[config.mk]
export PLATFORM = sky130hd
export DESIGN_NAME = size_suffix_number_parser
export DESIGN_NICKNAME = d
export VERILOG_FILES = /design/src/rtl/ssnp_pkg.sv /design/src/rtl/ssnp_ctrl.sv /design/src/rtl/ssnp_datapath.sv /design/src/rtl/size_suffix_number_parser.sv
export SDC_FILE = /design/constraint.sdc
export NUM_CORES = 1
export LEC_CHECK = 0
export BUFFER_PORTS_ARGS = -buffer_cell sky130_fd_sc_hd__buf_2
export CAP_MARGIN = 20
export CORE_UTILIZATION = 40
export CTS_CLUSTER_SIZE = 25
export DETAILED_ROUTE_END_ITERATION = 8
export GPL_TIMING_DRIVEN = 0
export HOLD_SLACK_MARGIN = 0.03
export SLEW_MARGIN = 20
export SYNTH_ARGS = -nofsm -noshare
export SYNTH_HDL_FRONTEND = slang
export SYNTH_HIERARCHICAL = 1
export SYNTH_SLANG_ARGS = --single-unit
[constraint.sdc]
create_clock -name clk -period 5.7 [get_ports clk]
set_clock_uncertainty 0.2 [all_clocks]
set_input_delay 0.285 -clock clk [delete_from_list [all_inputs] [get_ports clk]]
set_output_delay 0.285 -clock clk [all_outputs]
set_load 0.02 [all_outputs]
[src/rtl/ssnp_pkg.sv]
`timescale 1ns / 1ps
`default_nettype none
// ----------------------------------------------------------------------------
// ssnp_pkg
// Types and constants shared by the size suffix number parser modules.
// ----------------------------------------------------------------------------
package ssnp_pkg;

	localparam int unsigned VALUE_W   = 64;
	localparam int unsigned MUL_CNT_W = $clog2(VALUE_W);
	localparam int unsigned SHIFT_W   = 5;

	localparam logic [7:0] CH_ZERO  = 8'h30;
	localparam logic [7:0] CH_NINE  = 8'h39;
	localparam logic [7:0] CH_LOW_X = 8'h78;
	localparam logic [7:0] CH_UP_X  = 8'h58;
	localparam logic [7:0] CH_C     = 8'h63;
	localparam logic [7:0] CH_W     = 8'h77;
	localparam logic [7:0] CH_B     = 8'h62;
	localparam logic [7:0] CH_LOW_K = 8'h6b;
	localparam logic [7:0] CH_UP_K  = 8'h4b;
	localparam logic [7:0] CH_UP_M  = 8'h4d;
	localparam logic [7:0] CH_UP_G  = 8'h47;

	localparam logic [SHIFT_W-1:0] SH_C = 5'd0;
	localparam logic [SHIFT_W-1:0] SH_W = 5'd1;
	localparam logic [SHIFT_W-1:0] SH_B = 5'd9;
	localparam logic [SHIFT_W-1:0] SH_K = 5'd10;
	localparam logic [SHIFT_W-1:0] SH_M = 5'd20;
	localparam logic [SHIFT_W-1:0] SH_G = 5'd30;

	typedef struct packed {
		logic [7:0] character;
		logic       at_end;
	} char_item_t;

	typedef struct packed {
		logic [VALUE_W-1:0] value;
		logic               valid_res;
	} res_item_t;

	typedef enum logic [1:0] {
		PH_DIGIT_DUE,
		PH_IN_DIGITS,
		PH_AFTER_SUFFIX,
		PH_UNUSED
	} phase_t;

	typedef enum logic [1:0] {
		ST_IDLE,
		ST_MUL,
		ST_FINISH
	} ctl_state_t;

	typedef struct packed {
		logic accept;
		logic mul_step;
		logic finish;
	} ssnp_cmd_t;

	typedef struct packed {
		logic need_mul;
		logic is_end;
		logic mul_done;
		logic out_free;
	} ssnp_status_t;

endpackage

`default_nettype wire

[src/rtl/ssnp_ctrl.sv]
`timescale 1ns / 1ps
`default_nettype none
// ----------------------------------------------------------------------------
// ssnp_ctrl
// Controller: takes items, sequences the shared multiply and the result.
// ----------------------------------------------------------------------------
module ssnp_ctrl (
	input  wire                  clk,
	input  wire                  arst_n,
	input  wire                  char_valid,
	output logic                 char_stall,
	input  ssnp_pkg::ssnp_status_t status,
	output ssnp_pkg::ssnp_cmd_t  cmd
);
	import ssnp_pkg::*;

	ctl_state_t state_q, state_d;
	logic       end_q, end_d;

	always_ff @(posedge clk or negedge arst_n) begin
		if (!arst_n) begin
			state_q <= ST_IDLE;
			end_q   <= 1'b0;
		end else begin
			state_q <= state_d;
			end_q   <= end_d;
		end
	end

	always_comb begin
		state_d      = state_q;
		end_d        = end_q;
		char_stall   = 1'b1;
		cmd.accept   = 1'b0;
		cmd.mul_step = 1'b0;
		cmd.finish   = 1'b0;
		unique case (state_q)
			ST_IDLE: begin
				char_stall = 1'b0;
				cmd.accept = char_valid;
				if (char_valid) begin
					end_d = status.is_end;
					if (status.need_mul) begin
						state_d = ST_MUL;
					end else if (status.is_end) begin
						state_d = ST_FINISH;
					end
				end
			end
			ST_MUL: begin
				cmd.mul_step = 1'b1;
				if (status.mul_done) begin
					state_d = end_q ? ST_FINISH : ST_IDLE;
				end
			end
			ST_FINISH: begin
				if (status.out_free) begin
					cmd.finish = 1'b1;
					state_d    = ST_IDLE;
				end
			end
			default: begin
				state_d = ST_IDLE;
			end
		endcase
	end

endmodule

`default_nettype wire

[src/rtl/ssnp_datapath.sv]
`timescale 1ns / 1ps
`default_nettype none
// ----------------------------------------------------------------------------
// ssnp_datapath
// Parse state, digit accumulator, suffix shifter, bit-serial checked
// multiplier and the result register.
// ----------------------------------------------------------------------------
module ssnp_datapath (
	input  wire                    clk,
	input  wire                    arst_n,
	input  ssnp_pkg::char_item_t   char_item,
	input  ssnp_pkg::ssnp_cmd_t    cmd,
	output ssnp_pkg::ssnp_status_t status,
	output logic                   res_valid,
	input  wire                    res_stall,
	output ssnp_pkg::res_item_t    res_item
);
	import ssnp_pkg::*;

	logic [VALUE_W-1:0]   product_q;
	logic [VALUE_W-1:0]   term_q;
	phase_t               phase_q;
	logic                 first_q;
	logic                 err_q;

	logic [VALUE_W-1:0]   mcand_q;
	logic [VALUE_W-1:0]   mplier_q;
	logic [VALUE_W-1:0]   acc_q;
	logic                 ovf_q;
	logic [MUL_CNT_W-1:0] cnt_q;

	logic                 res_valid_q;
	res_item_t            res_q;

	logic [7:0]           ch;
	logic                 is_digit;
	logic                 is_x;
	logic                 is_suffix;
	logic [SHIFT_W-1:0]   sh;
	logic [VALUE_W+3:0]   digit_sum;
	logic                 digit_ovf;
	logic [2*VALUE_W-1:0] shifted;
	logic                 mid_fold;
	logic                 end_fold;
	logic                 fold_ok;
	logic [VALUE_W-1:0]   fold_t;
	logic                 fold_ovf;
	logic [VALUE_W+1:0]   mul_sum;
	logic                 mul_ovf;
	logic                 out_ok;

	assign ch        = char_item.character;
	assign is_digit  = (ch >= CH_ZERO) && (ch <= CH_NINE);
	assign is_x      = (ch == CH_LOW_X) || (ch == CH_UP_X);
	assign digit_sum = {1'b0, term_q, 3'b000} + {3'b000, term_q, 1'b0}
		+ {{VALUE_W{1'b0}}, ch[3:0]};
	assign digit_ovf = |digit_sum[VALUE_W+3:VALUE_W];

	always_comb begin
		is_suffix = 1'b1;
		unique case (ch)
			CH_C:              sh = SH_C;
			CH_W:              sh = SH_W;
			CH_B:              sh = SH_B;
			CH_LOW_K, CH_UP_K: sh = SH_K;
			CH_UP_M:           sh = SH_M;
			CH_UP_G:           sh = SH_G;
			default: begin
				sh        = SH_C;
				is_suffix = 1'b0;
			end
		endcase
	end

	assign shifted  = {{VALUE_W{1'b0}}, term_q} << sh;
	assign mid_fold = !char_item.at_end && !err_q && (phase_q == PH_IN_DIGITS)
		&& !is_digit && (is_x || is_suffix);
	assign end_fold = char_item.at_end && !err_q && (phase_q == PH_IN_DIGITS);
	assign fold_ovf = mid_fold && !is_x && (|shifted[2*VALUE_W-1:VALUE_W]);
	assign fold_t   = (end_fold || is_x) ? term_q : shifted[VALUE_W-1:0];
	assign fold_ok  = (mid_fold || end_fold) && !fold_ovf;

	// one multiplier bit per step, msb first; overflow is sticky
	assign mul_sum = {1'b0, acc_q, 1'b0}
		+ {2'b00, (mplier_q[VALUE_W-1] ? mcand_q : {VALUE_W{1'b0}})};
	assign mul_ovf = ovf_q || (|mul_sum[VALUE_W+1:VALUE_W]);

	assign out_ok = !err_q && ((phase_q == PH_IN_DIGITS) || (phase_q == PH_AFTER_SUFFIX));

	assign status.need_mul = fold_ok && !first_q;
	assign status.is_end   = char_item.at_end;
	assign status.mul_done = &cnt_q;
	assign status.out_free = !res_valid_q || !res_stall;

	always_ff @(posedge clk or negedge arst_n) begin
		if (!arst_n) begin
			product_q   <= '0;
			term_q      <= '0;
			phase_q     <= PH_DIGIT_DUE;
			first_q     <= 1'b1;
			err_q       <= 1'b0;
			res_valid_q <= 1'b0;
		end else begin
			if (cmd.finish) begin
				res_valid_q <= 1'b1;
				product_q   <= '0;
				term_q      <= '0;
				phase_q     <= PH_DIGIT_DUE;
				first_q     <= 1'b1;
				err_q       <= 1'b0;
			end else begin
				if (!res_stall) begin
					res_valid_q <= 1'b0;
				end
				if (cmd.mul_step && status.mul_done) begin
					product_q <= mul_sum[VALUE_W-1:0];
					err_q     <= err_q || mul_ovf;
				end
				if (cmd.accept) begin
					if (fold_ok) begin
						term_q <= '0;
						if (first_q) begin
							product_q <= fold_t;
							first_q   <= 1'b0;
						end
					end
					if (!char_item.at_end && !err_q) begin
						unique case (phase_q)
							PH_DIGIT_DUE, PH_IN_DIGITS: begin
								if (is_digit) begin
									if (digit_ovf) begin
										err_q <= 1'b1;
									end else begin
										term_q  <= digit_sum[VALUE_W-1:0];
										phase_q <= PH_IN_DIGITS;
									end
								end else if (phase_q == PH_DIGIT_DUE) begin
									err_q <= 1'b1;
								end else if (is_x) begin
									phase_q <= PH_DIGIT_DUE;
								end else if (is_suffix) begin
									phase_q <= PH_AFTER_SUFFIX;
									if (fold_ovf) begin
										err_q <= 1'b1;
									end
								end else begin
									err_q <= 1'b1;
								end
							end
							PH_AFTER_SUFFIX: begin
								if (is_x) begin
									phase_q <= PH_DIGIT_DUE;
								end else begin
									err_q <= 1'b1;
								end
							end
							PH_UNUSED: begin
								err_q <= 1'b1;
							end
							default: begin
								err_q <= 1'b1;
							end
						endcase
					end
				end
			end
		end
	end

	always_ff @(posedge clk) begin
		if (cmd.accept && status.need_mul) begin
			mcand_q  <= product_q;
			mplier_q <= fold_t;
			acc_q    <= '0;
			ovf_q    <= 1'b0;
			cnt_q    <= '0;
		end else if (cmd.mul_step) begin
			mplier_q <= {mplier_q[VALUE_W-2:0], 1'b0};
			acc_q    <= mul_sum[VALUE_W-1:0];
			ovf_q    <= mul_ovf;
			cnt_q    <= cnt_q + 1'b1;
		end
		if (cmd.finish) begin
			res_q.value     <= out_ok ? product_q : '0;
			res_q.valid_res <= out_ok;
		end
	end

	assign res_valid = res_valid_q;
	assign res_item  = res_q;

endmodule

`default_nettype wire

[src/rtl/size_suffix_number_parser.sv]
`timescale 1ns / 1ps
`default_nettype none
// ----------------------------------------------------------------------------
// size_suffix_number_parser
// Parses a decimal operand with size suffixes and x products, one
// character item per handshake, and gives the 64-bit value on the end item.
// ----------------------------------------------------------------------------
// multiply: a character that closes a term after the first one runs a 64-step
//   bit-serial checked multiply of the running product; the input stalls meanwhile
// end item: result registered in the finish state, after a final multiply if
//   one is due; input busy till then, longer while the result register is full
// sharing: one multiplier serves all items, so no new item is taken while it runs
// reset: asynchronous, clears parse state and result valid; ready at once
module size_suffix_number_parser (
	input  wire                  clk,
	input  wire                  arst_n,
	input  wire                  char_valid,
	output logic                 char_stall,
	input  ssnp_pkg::char_item_t char_item,
	output logic                 res_valid,
	input  wire                  res_stall,
	output ssnp_pkg::res_item_t  res_item
);
	import ssnp_pkg::*;

	ssnp_cmd_t    cmd;
	ssnp_status_t status;

	ssnp_ctrl u_ctrl (
		.clk        (clk),
		.arst_n     (arst_n),
		.char_valid (char_valid),
		.char_stall (char_stall),
		.status     (status),
		.cmd        (cmd)
	);

	ssnp_datapath u_datapath (
		.clk       (clk),
		.arst_n    (arst_n),
		.char_item (char_item),
		.cmd       (cmd),
		.status    (status),
		.res_valid (res_valid),
		.res_stall (res_stall),
		.res_item  (res_item)
	);

endmodule

`default_nettype wire

==> results of run 1 <==
-- kinds of logic (layout without fill, tap and decap cells) --
family                   Yosys count  after routing  share of synthesized area
flip-flops                       400            400                      0.374
multiplexers                     182            182                     0.0704
AND/OR/NAND/NOR                  930            930                      0.159
XOR/XNOR                         122            122                     0.0376
buffers and inverters            333            513                     0.0490
adder cells (fa/ha/maj)          199            199                     0.0884
AO/OA/AOI/OAI                    956            956                      0.221
-- worst max-delay path, delay by kind of cell (launching register included) --
family / cells / cell delay (ns)
buffers and inverters: 5 / 0.86
adder cells (fa/ha/maj): 2 / 0.85
AO/OA/AOI/OAI: 9 / 2.25
flip-flops: 1 / 0.47
AND/OR/NAND/NOR: 2 / 0.69
-- cells in the final DEF (no fill, tap or decap), types with 52 or more instances in the layout --
cell | synthesis | final
a21oi_1 | 328 | 328
nor2_1 | 258 | 258
nand2_1 | 244 | 244
ha_1 | 196 | 196
edfxtp_1 | 193 | 193
and2_1 | 169 | 169
mux2i_1 | 150 | 150
inv_1 | 139 | 139
dfrtp_1 | 135 | 134
clkbuf_1 | 133 | 131
a211oi_1 | 128 | 128
o21ai_0 | 129 | 128
buf_2 | 32 | 113
dfxtp_1 | 71 | 71
xnor2_1 | 69 | 69
a21o_1 | 68 | 68
o32ai_1 | 64 | 64
xor2_1 | 53 | 52
-- stage by stage --
stage               TNS [ns]  hold slack [ns]  total power [mW]
global route               0           0.0854              6.72
CTS                        0           0.0553              6.59
global placement     -119.91            0.246              3.51
floorplan                  0           -0.211              3.37
finish                     0           0.0399              6.52
detailed placement    -41.92           0.0700              3.52
-- state kept, by name, indices dropped and copies added, names as in the netlist --
register,flops
u_ctrl/end_q,1
u_datapath/res_item,65
u_datapath/ovf_q,1
u_datapath/phase_q,2
u_datapath/cnt_q,6
u_datapath/product_q,64
u_datapath/mplier_q,64
u_datapath/term_q,64
u_datapath/first_q,1
u_datapath/res_valid,1
u_datapath/mcand_q,64
u_datapath/err_q,1
u_ctrl/state_q,2
u_datapath/acc_q,64
-- power groups by stage --
stage	Combinational [mW]	Sequential, mW	Clock, mW
floorplan	0.193	3.17	0
global placement	0.361	3.15	0
finish	0.376	3.09	3.06
detailed placement	0.370	3.15	0
CTS	0.375	3.09	3.12
global route	0.410	3.09	3.21
-- worst paths after layout --
check                                                          to  slack [ns]  depth (start not counted)
max in group asynchronous          u_datapath/first_q$_DFFE_PN1P_        4.46                          3
worst max register to register  u_datapath/term_q[10]$_DFFE_PN0P_        0.26                         18
min in group clk                u_datapath/phase_q[1]$_DFFE_PN0P_        0.09                          5
worst min-delay path            u_datapath/term_q[14]$_DFFE_PN0P_        0.04                          2
worst min register to register    u_datapath/mcand_q[1]$_DFFE_PP_        0.25                          0
worst max-delay path            u_datapath/term_q[10]$_DFFE_PN0P_        0.26                         18
-- final cells by class --
type                            instances  area (µm²)  share of cell area
Buffer                                193         873              0.0274
Multi-Input combinational cell       2389       16500               0.517
Inverter                              139         522              0.0164
Tap cell                              940        1180              0.0369
Clock inverter                         34         358              0.0112
Clock buffer                           50        1200              0.0376
Sequential cell                       400       10600               0.334
Timing Repair Buffer                   97         621              0.0195
-- layer usage --
layer | GRT usage | routed length [µm] | vias up
met4 | 0.0980 | 3650 | 6
met5 | 0 | 44 | -
met1 | 0.359 | 43200 | 11800
met2 | 0.419 | 42700 | 834
met3 | 0.0253 | 5120 | 179
li1 | - | - | 11800
-- timing repair --
item,in CTS,in global routing
endpoints found under the hold margin,142,0
setup endpoints to repair,66,98
setup buffers,5,0
pin swaps,3,1
resized for setup,10,8
hold buffers,6,0
==> impl_results.md, run 1 <==
* Vias in the first global route at 23800
* ANT nets after route at 0
* Reg-to-reg startpoint: u_datapath/term_q[2]$_DFFE_PN0P_
* Filler cells at about 7000
* First-pass GRT wire length at approximately 140000 µm
* Final setup fails at 0
* Comb pwr share at 0.058
* Port bufs at between 70 and 80
* Die Y at approximately 270 µm
* Routability cong. at approximately 0.98
* Routed via count at about 25000
* Status: finished clean
* Initial antenna violation count at 3
* Largest net degree at the start of global routing at 75
* RSZ-0062 raised after global routing: no
* Final WS setup at around 0.26 ns
* Place WS at -0.700 ns
* Crit path required time at roughly 6.0 ns
* Synthesis-to-finish area growth at 12.1%
* Layout cell share with drive strength beyond 1 at 0.0921
* Most numerous cell in the Yosys netlist: a21oi_1
* Pint at 4.94 mW
* Count of pins over their slew limit at 0
* Net Count, Synth at between 3000 and 4000
* WL/cell at between 20 and 25 µm
* YS warnings at 6
* Setup crit end kind: flop
* Crit Path Max Fanout at 10
* Sw power at between 1.5 and 2 mW
* Root buffer cell: clkbuf_16
* CTS H-tree depth at 2
* Post-synth EDFFs at around 190
* Initial Util at 0.405
* CTS tree: built
* Critical Path Start: u_datapath/term_q[2]$_DFFE_PN0P_
* Max Cap Violations at 0
* Synthesis-stage register bit count at 400
* Final min period at ~5.4 ns
* Worst slew margin at 0.255
* Synth Area per Inst at 9.10 µm²
* Final nets at between 3000 and 4000
* DP Area at between 30000 and 40000 µm²
* Final std cells w/o fill at 4242
* CP Cell Sequence: inv_1 -> fa_1 -> inv_1 -> ha_1 -> a211oi_1 -> o21ai_1 -> o311ai_2 -> a21o_1 -> a21oi_1 -> o211a_1 -> o31a_1 -> nor4_1 -> o211ai_1 -> buf_4 -> or4_1 -> buf_2 -> buf_2 -> o32ai_1
* Fin util at 0.454
* Synth Flop Type: edfxtp_1
* Mapped Cells at roughly 3100
* Slowest-stage cell, CP: fa_1
* Worst Path Arrival at 5.72 ns
* Max incr delay on CP at around 0.55 ns
* Die ar. at 72100 µm²
* Congestion Overflow GR at 0
* HPWL after detailed placement at 74400 µm
* Number of vias per cell at between 5 and 6
* Post-Place Cells at about 4100
* Die extent in x at about 270 µm
* Clock share of power at 0.469
* Num CTS Buffers at 45
* Hold Crit Class: input port to asynchronous set/reset pin
* Worst-path clk slew at ~0.06 ns
* Mapped cell area at 28400 µm²
* Clk_lat worst skew at ~0.60 ns
* Final hold violation count at 0
* Clock sinks at 400
* Critical path type: flop to flop
* Cell Pwr Density at 205 nW/µm²
* Final Cycle Share at 0.955
* Post-route DRC at 0
* Final WL at between 90000 and 100000 µm
* Clock buffer depth at 3
* Post-synthesis sequential area ratio at 0.374
* DRT iter0 DRCs at roughly 1800
* Leak pwr at approximately 13 nW
* ANT cells at 0
* Switching Fraction at 0.243
* Total track usage at 0.260
* Reg power frac at 0.473
* # rows at 97
* Synth top area cells: edfxtp_1 20%, dfrtp_1 12%, ha_1 8.6%, a21oi_1 5.8%, mux2i_1 5.3%
* Placeable Area at around 70000 µm²
* Worst vdd ir at around 0.19 mV
* I/O Pins at 80
* Critical Path Source Type: flop
* Synth cell count leaders: 328 x a21oi_1, 258 x nor2_1, 244 x nand2_1, 196 x ha_1, 193 x edfxtp_1
* Pre-Repair DR Iteration Count at 5
* Netlist cell types at 92
* Peak Freq at 184 MHz
* Slew @ Worst Pin at approximately 1.1 ns
* Yosys top cell by area: edfxtp_1
* Post-synth ARST share at 0.340
* Synth top area share at 0.204
* Final Cell Area at ~32000 µm²
(Power assumes the default switching activity.)
==> inputs of run 2 (changes only) <==
Settings changed: BUFFER_PORTS_ARGS -buffer_cell sky130_fd_sc_hd__buf_2 to not set, DONT_BUFFER_PORTS set to 1.
==> impl_results.md, run 2 (synthesis gave the netlist of run 1 again) <==
* Status: finished clean
* Worst slew margin at 0.228 (-0.0270)
* Max Cap Violations at 0 (unchanged)
* FF+latch area at 10600 µm² (unchanged)
* Post-Place Cells at 4068 (-1.9%)
* # rows at 97 (unchanged)
* Vias in the first global route at 23600 (-0.82%)
* Final std cells w/o fill at 4168 (-1.7%)
* Peak Freq at 184 MHz (about the same)
* Die Y at 269 µm (unchanged)
* Routed via count at 24400 (-1.1%)
* Final hold violation count at 0 (unchanged)
* Fin Setup TNS at 0 ns (unchanged)
* Slew @ Worst Pin at 1.16 ns (+0.0490 ns)
* First-pass GRT wire length at 145000 µm (+1.4%)
* Total track usage at 0.263 (+0.00391)
* Num CTS Buffers at 45 (unchanged)
* I/O Pins at 80 (unchanged)
* HPWL after detailed placement at 74800 µm (+0.54%)
* Initial antenna violation count at 0 (-3)
* Layout cell share with drive strength beyond 1 at 0.0660 (-0.0261)
* Final WL at 95700 µm (+1.1%)
* Reg2reg setup slack at 0.26 ns (about the same)
* Clk_lat worst skew at 0.60 ns (about the same)
* Critical path type: flop to flop
* Worst setup endpoint: u_datapath/term_q[7]$_DFFE_PN0P_
* Max FFs per register at 65 (unchanged)
* Final setup fails at 0 (unchanged)
* Routability cong. at 0.983 (+0.70%)
* WL/cell at 23.0 µm (+2.9%)
* Final nets at 3403 (-2.1%)
* Worst Path Arrival at 5.72 ns (about the same)
* CTS tree: built
* Worst-path clk slew at 0.06 ns (about the same)
* CTS H-tree depth at 2 (unchanged)
* Area of the multi-input gates at 16500 µm² (about the same)
* Root buffer cell: clkbuf_16
* Largest net degree at the start of global routing at 137 (+83%)
* Critical Path Start: u_datapath/term_q[0]$_DFFE_PN0P_
* Most common cell after layout, fill and taps aside: a21oi_1
* ANT cells at 0 (unchanged)
* Congestion Overflow GR at 0 (unchanged)
* Number of vias per cell at 5.85 (+0.65%)
* DRT iter0 DRCs at 2036 (+15%)
* RSZ-0062 raised after global routing: no
* Final min period at 5.44 ns (-0.00171 ns)
* ANT nets after route at 0 (unchanged)
* Post-route DRC at 0 (unchanged)
* Reg2Reg Depth at 16 (-2)
* Clock sinks at 400 (unchanged)
* Die extent in x at 269 µm (unchanged)
* Clock buffer depth at 3 (unchanged)
* Reg2reg end: u_datapath/term_q[7]$_DFFE_PN0P_
* Crit Path Max Fanout at 10 (unchanged)
* Reg-to-reg startpoint: u_datapath/term_q[0]$_DFFE_PN0P_
* Critical Path Source Type: flop
* Most frequent cells in the layout: 328 x a21oi_1, 258 x nor2_1, 244 x nand2_1, 196 x ha_1, 193 x edfxtp_1
* Setup crit end kind: flop
* Leak pwr at 12.2 nW (-2.8%)
* Synthesis-to-finish area growth at 10.5%
* Worst vdd ir at 0.224 mV (+21%)
* Filler cells at 7027 (+0.54%)
* Count of pins over their slew limit at 0 (unchanged)
* Die ar. at 72100 µm² (unchanged)
* Placeable Area at 70100 µm² (unchanged)
* Crit path required time at 5.98 ns (about the same)
* Final Cycle Share at 0.954 (about the same)
* Pre-Repair DR Iteration Count at 6 (+1)
* Cell Pwr Density at 202 nW/µm² (-1.4%)
* Initial Util at 0.405 (unchanged)
* Hold Crit Class: input port to flop
* Port bufs at 0 (-100%)
==> run 2: final cells by class <==
cell class / instances / share of cell area
Multi-Input combinational cell: 2389 / 0.525
Sequential cell: 400 / 0.338
Clock buffer: 63 / 0.0393
Clock inverter: 21 / 0.00685
Buffer: 194 / 0.0281
Timing Repair Buffer: 22 / 0.00845
Tap cell: 940 / 0.0375
Inverter: 139 / 0.0166
==> run 2: critical path, cell delays in order (launching register included) <==
cell and delay (ns):
dfrtp_2 0.47, inv_1 0.11, fa_1 0.53, fa_1 0.48
nor2b_1 0.17, o31a_1 0.16, o41a_1 0.27, a211oi_1 0.16
or3_1 0.46, o41ai_4 0.37, a31oi_2 0.25, o31ai_2 0.31
xor2_2 0.19, or4_1 0.53, buf_2 0.25, buf_2 0.24
o32ai_1 0.15
==> run 2: layer usage <==
metal | vias up | share of wire | global-route usage | routed length [µm]
li1 | 11700 | - | - | -
met1 | 11800 | 0.46 | 0.364 | 44000
met2 | 749 | 0.46 | 0.427 | 43600
met3 | 154 | 0.053 | 0.0317 | 5100
met4 | 0 | 0.032 | 0.0863 | 3030
met5 | - | 0 | 0 | 0
==> run 2: worst min path at each step <==
stage	start	endpoint	slack (ns)	depth (start not counted)
6_report	char_item[4]	u_datapath/term_q[3]$_DFFE_PN0P_	0.1	4
3_5_place_dp	arst_n	u_datapath/term_q[16]$_DFFE_PN0P_	-0.20	0
3_3_place_gp	arst_n	u_datapath/term_q[16]$_DFFE_PN0P_	-0.20	0
5_1_grt	char_item[4]	u_datapath/term_q[3]$_DFFE_PN0P_	0.13	4
4_1_cts	char_item[4]	u_datapath/term_q[3]$_DFFE_PN0P_	0.07	4
2_1_floorplan	arst_n	u_ctrl/end_q$_DFFE_PN0P_	-0.21	0
==> run 2: through the flow <==
stage	util	power [mW]	area (µm²)	hold WS, ns	setup slack, ns
after floorplan	-	3.37	28400	-0.211	0.869
after global placement	0.422	3.46	29600	-0.198	-0.695
after detailed placement	0.423	3.46	29700	-0.198	-0.763
after CTS	0.447	6.41	31400	0.0730	0.00362
after global routing	0.448	6.56	31400	0.127	0.0237
final	0.448	6.34	31400	0.0979	0.260
==> run 2: report_power, final <==
part	internal, mW	total, mW	switching [mW]
Sequential	3.06	3.13	0.0640
Clock	1.66	2.90	1.24
Combinational	0.0935	0.313	0.219
==> run 2: what timing repair did <==
item | CTS | global route
hold buffers | 11 | 0
buffers inserted | 3 | 2
endpoints found under the hold margin | 148 | 0
gates resized for setup | 9 | 12
pin swaps | 3 | 1
endpoints found under the setup margin | 67 | 66
==> inputs of run 3 (changes only) <==
Clock period 5.7 ns to 5.4 ns, I/O delays scaled along.
==> impl_results.md, run 3 (synthesis gave the netlist of run 1 again) <==
* Status: finished clean
* Hold Crit Class: input port to flop
* Final setup fails at 0 (unchanged)
* Final Cycle Share at 0.976 (+0.0211)
* Clock buffer depth at 3 (unchanged)
* Reg2Reg Depth at 17 (+1)
* Congestion Overflow GR at 0 (unchanged)
* Routability cong. at 0.983 (unchanged)
* Critical Path Start: u_datapath/term_q[2]$_DFFE_PN0P_
* Leak pwr at 12.3 nW (+0.25%)
* Clk_lat worst skew at 0.60 ns (about the same)
* WL/cell at 23.0 µm (about the same)
* Final min period at 5.27 ns (-0.172 ns)
* Post-route DRC at 0 (unchanged)
* I/O Pins at 80 (unchanged)
* CTS tree: built
* Critical Path Source Type: flop
* Pre-Repair DR Iteration Count at 7 (+1)
* Slew @ Worst Pin at 1.18 ns (+0.0230 ns)
* Setup crit end kind: flop
* ANT nets after route at 0 (unchanged)
* Synthesis-to-finish area growth at 11.0%
* Most frequent cells in the layout: 326 x a21oi_1, 258 x nor2_1, 244 x nand2_1, 196 x ha_1, 193 x edfxtp_1
* Crit path required time at 5.68 ns (-0.30 ns)
* Overall Power at 6.70 mW (+5.7%)
* Reg2reg setup slack at 0.13 ns (-0.13 ns)
* Peak Freq at 190 MHz (+3.3%)
* Port bufs at 0 (unchanged)
* Worst vdd ir at 0.236 mV (+5.1%)
* Initial antenna violation count at 0 (unchanged)
* Reg2reg end: u_datapath/term_q[7]$_DFFE_PN0P_
* Routed via count at 24400 (-0.11%)
* Worst-path clk slew at 0.06 ns (about the same)
* Die ar. at 72100 µm² (unchanged)
* Worst setup endpoint: u_datapath/term_q[7]$_DFFE_PN0P_
* Count of pins over their slew limit at 0 (unchanged)
* Initial Util at 0.405 (unchanged)
* Total track usage at 0.264 (+0.000296)
* Final WL at 95900 µm (+0.14%)
* Final hold violation count at 0 (unchanged)
* Largest net degree at the start of global routing at 137 (unchanged)
* Fin Setup TNS at 0 ns (unchanged)
* Vias in the first global route at 23600 (+0.098%)
* Most common cell after layout, fill and taps aside: a21oi_1
* Final nets at 3407 (+0.12%)
* CTS H-tree depth at 2 (unchanged)
* ANT cells at 0 (unchanged)
* Number of vias per cell at 5.84 (-0.21%)
* Root buffer cell: clkbuf_16
* Cell Pwr Density at 213 nW/µm² (+5.3%)
* # rows at 97 (unchanged)
* Critical path type: flop to flop
* DRT iter0 DRCs at 2038 (+0.098%)
* Layout cell share with drive strength beyond 1 at 0.0699 (+0.00394)
* Placeable Area at 70100 µm² (unchanged)
* Die Y at 269 µm (unchanged)
* Final WS setup at 0.132 ns (-0.128 ns)
* Place WS at -1.06 ns (-0.300 ns)
* Crit Path Max Fanout at 10 (unchanged)
* Worst slew margin at 0.213 (-0.0153)
* HPWL after detailed placement at 74800 µm (unchanged)
* Max FFs per register at 65 (unchanged)
* Max Cap Violations at 0 (unchanged)
* Clock sinks at 400 (unchanged)
* First-pass GRT wire length at 146000 µm (about the same)
* Num CTS Buffers at 45 (unchanged)
* Die extent in x at 269 µm (unchanged)
* Worst Path Arrival at 5.55 ns (-0.17 ns)
* Reg-to-reg startpoint: u_datapath/term_q[2]$_DFFE_PN0P_
run 3: cell count changes in the layout (fill, tap and decap cells not counted), sizes merged:
| cell | before | now |
|---|---|---|
| buf | 70 | 78 |
| clkbuf | 199 | 195 |
run 3: area by class of cell:
class	instances	area, µm²
Tap cell	940	1180
Fill cell	7021	38600
Clock buffer	63	1230
Multi-Input combinational cell	2389	16600
Inverter	139	522
Timing Repair Buffer	27	303
Buffer	193	878
Clock inverter	21	215
Sequential cell	400	10600
run 3: metrics by stage:
| stage | hold WS [ns] | area, µm² | util | cells |
|---|---|---|---|---|
| floorplan | -0.226 | 28400 | - | 3122 |
| detailed placement | -0.213 | 29700 | 0.423 | 4068 |
| global route | 0.0920 | 31500 | 0.449 | 4172 |
| CTS | 0.0580 | 31400 | 0.448 | 4168 |
| global placement | -0.213 | 29600 | 0.422 | 4062 |
| finish | 0.0873 | 31500 | 0.449 | 4172 |
run 3: how the worst min path moves through the flow:
stage,from,slack [ns],depth (start not counted),endpoint
2_1_floorplan,arst_n,-0.23,0,u_ctrl/end_q$_DFFE_PN0P_
3_3_place_gp,arst_n,-0.21,0,u_datapath/term_q[16]$_DFFE_PN0P_
3_5_place_dp,arst_n,-0.21,0,u_datapath/term_q[16]$_DFFE_PN0P_
4_1_cts,char_item[4],0.06,4,u_datapath/term_q[3]$_DFFE_PN0P_
5_1_grt,char_item[4],0.09,4,u_datapath/term_q[3]$_DFFE_PN0P_
6_report,char_item[4],0.09,4,u_datapath/term_q[3]$_DFFE_PN0P_
run 3: worst max-delay path: stages, from the launching register on:
cell and delay [ns]:
dfrtp_2 0.45, inv_1 0.14, fa_2 0.48, fa_1 0.47, nor2b_1 0.18, o31a_1 0.17, o41a_1 0.27, a211oi_2 0.14
or3_4 0.42, o41ai_4 0.28, buf_4 0.20, a31oi_4 0.14, o31ai_4 0.33, xor2_4 0.16, or4_1 0.53, buf_4 0.22
buf_2 0.21, o32ai_1 0.16
run 3: routing by layer:
metal	vias up	part of all wire	global-route usage
li1	11700	-	-
met5	-	0	0
met4	0	0.031	0.0857
met1	11700	0.46	0.364
met3	150	0.056	0.0318
met2	799	0.46	0.428
run 3: report_power, final:
group          leakage (nW)  switching, mW  total, mW  internal (mW)
Combinational          7.31          0.232      0.331         0.0994
Clock                 0.706           1.32       3.07           1.75
Sequential             4.25         0.0673       3.30           3.23
run 3: repair_timing:
| item | CTS | global route |
|---|---|---|
| pin swaps | 3 | 6 |
| hold buffers | 11 | 0 |
| buffers inserted | 5 | 5 |
| gates resized for setup | 17 | 18 |
| endpoints found under the hold margin | 148 | 0 |
| cloned | 0 | 0 |
| endpoints found under the setup margin | 75 | 74 |
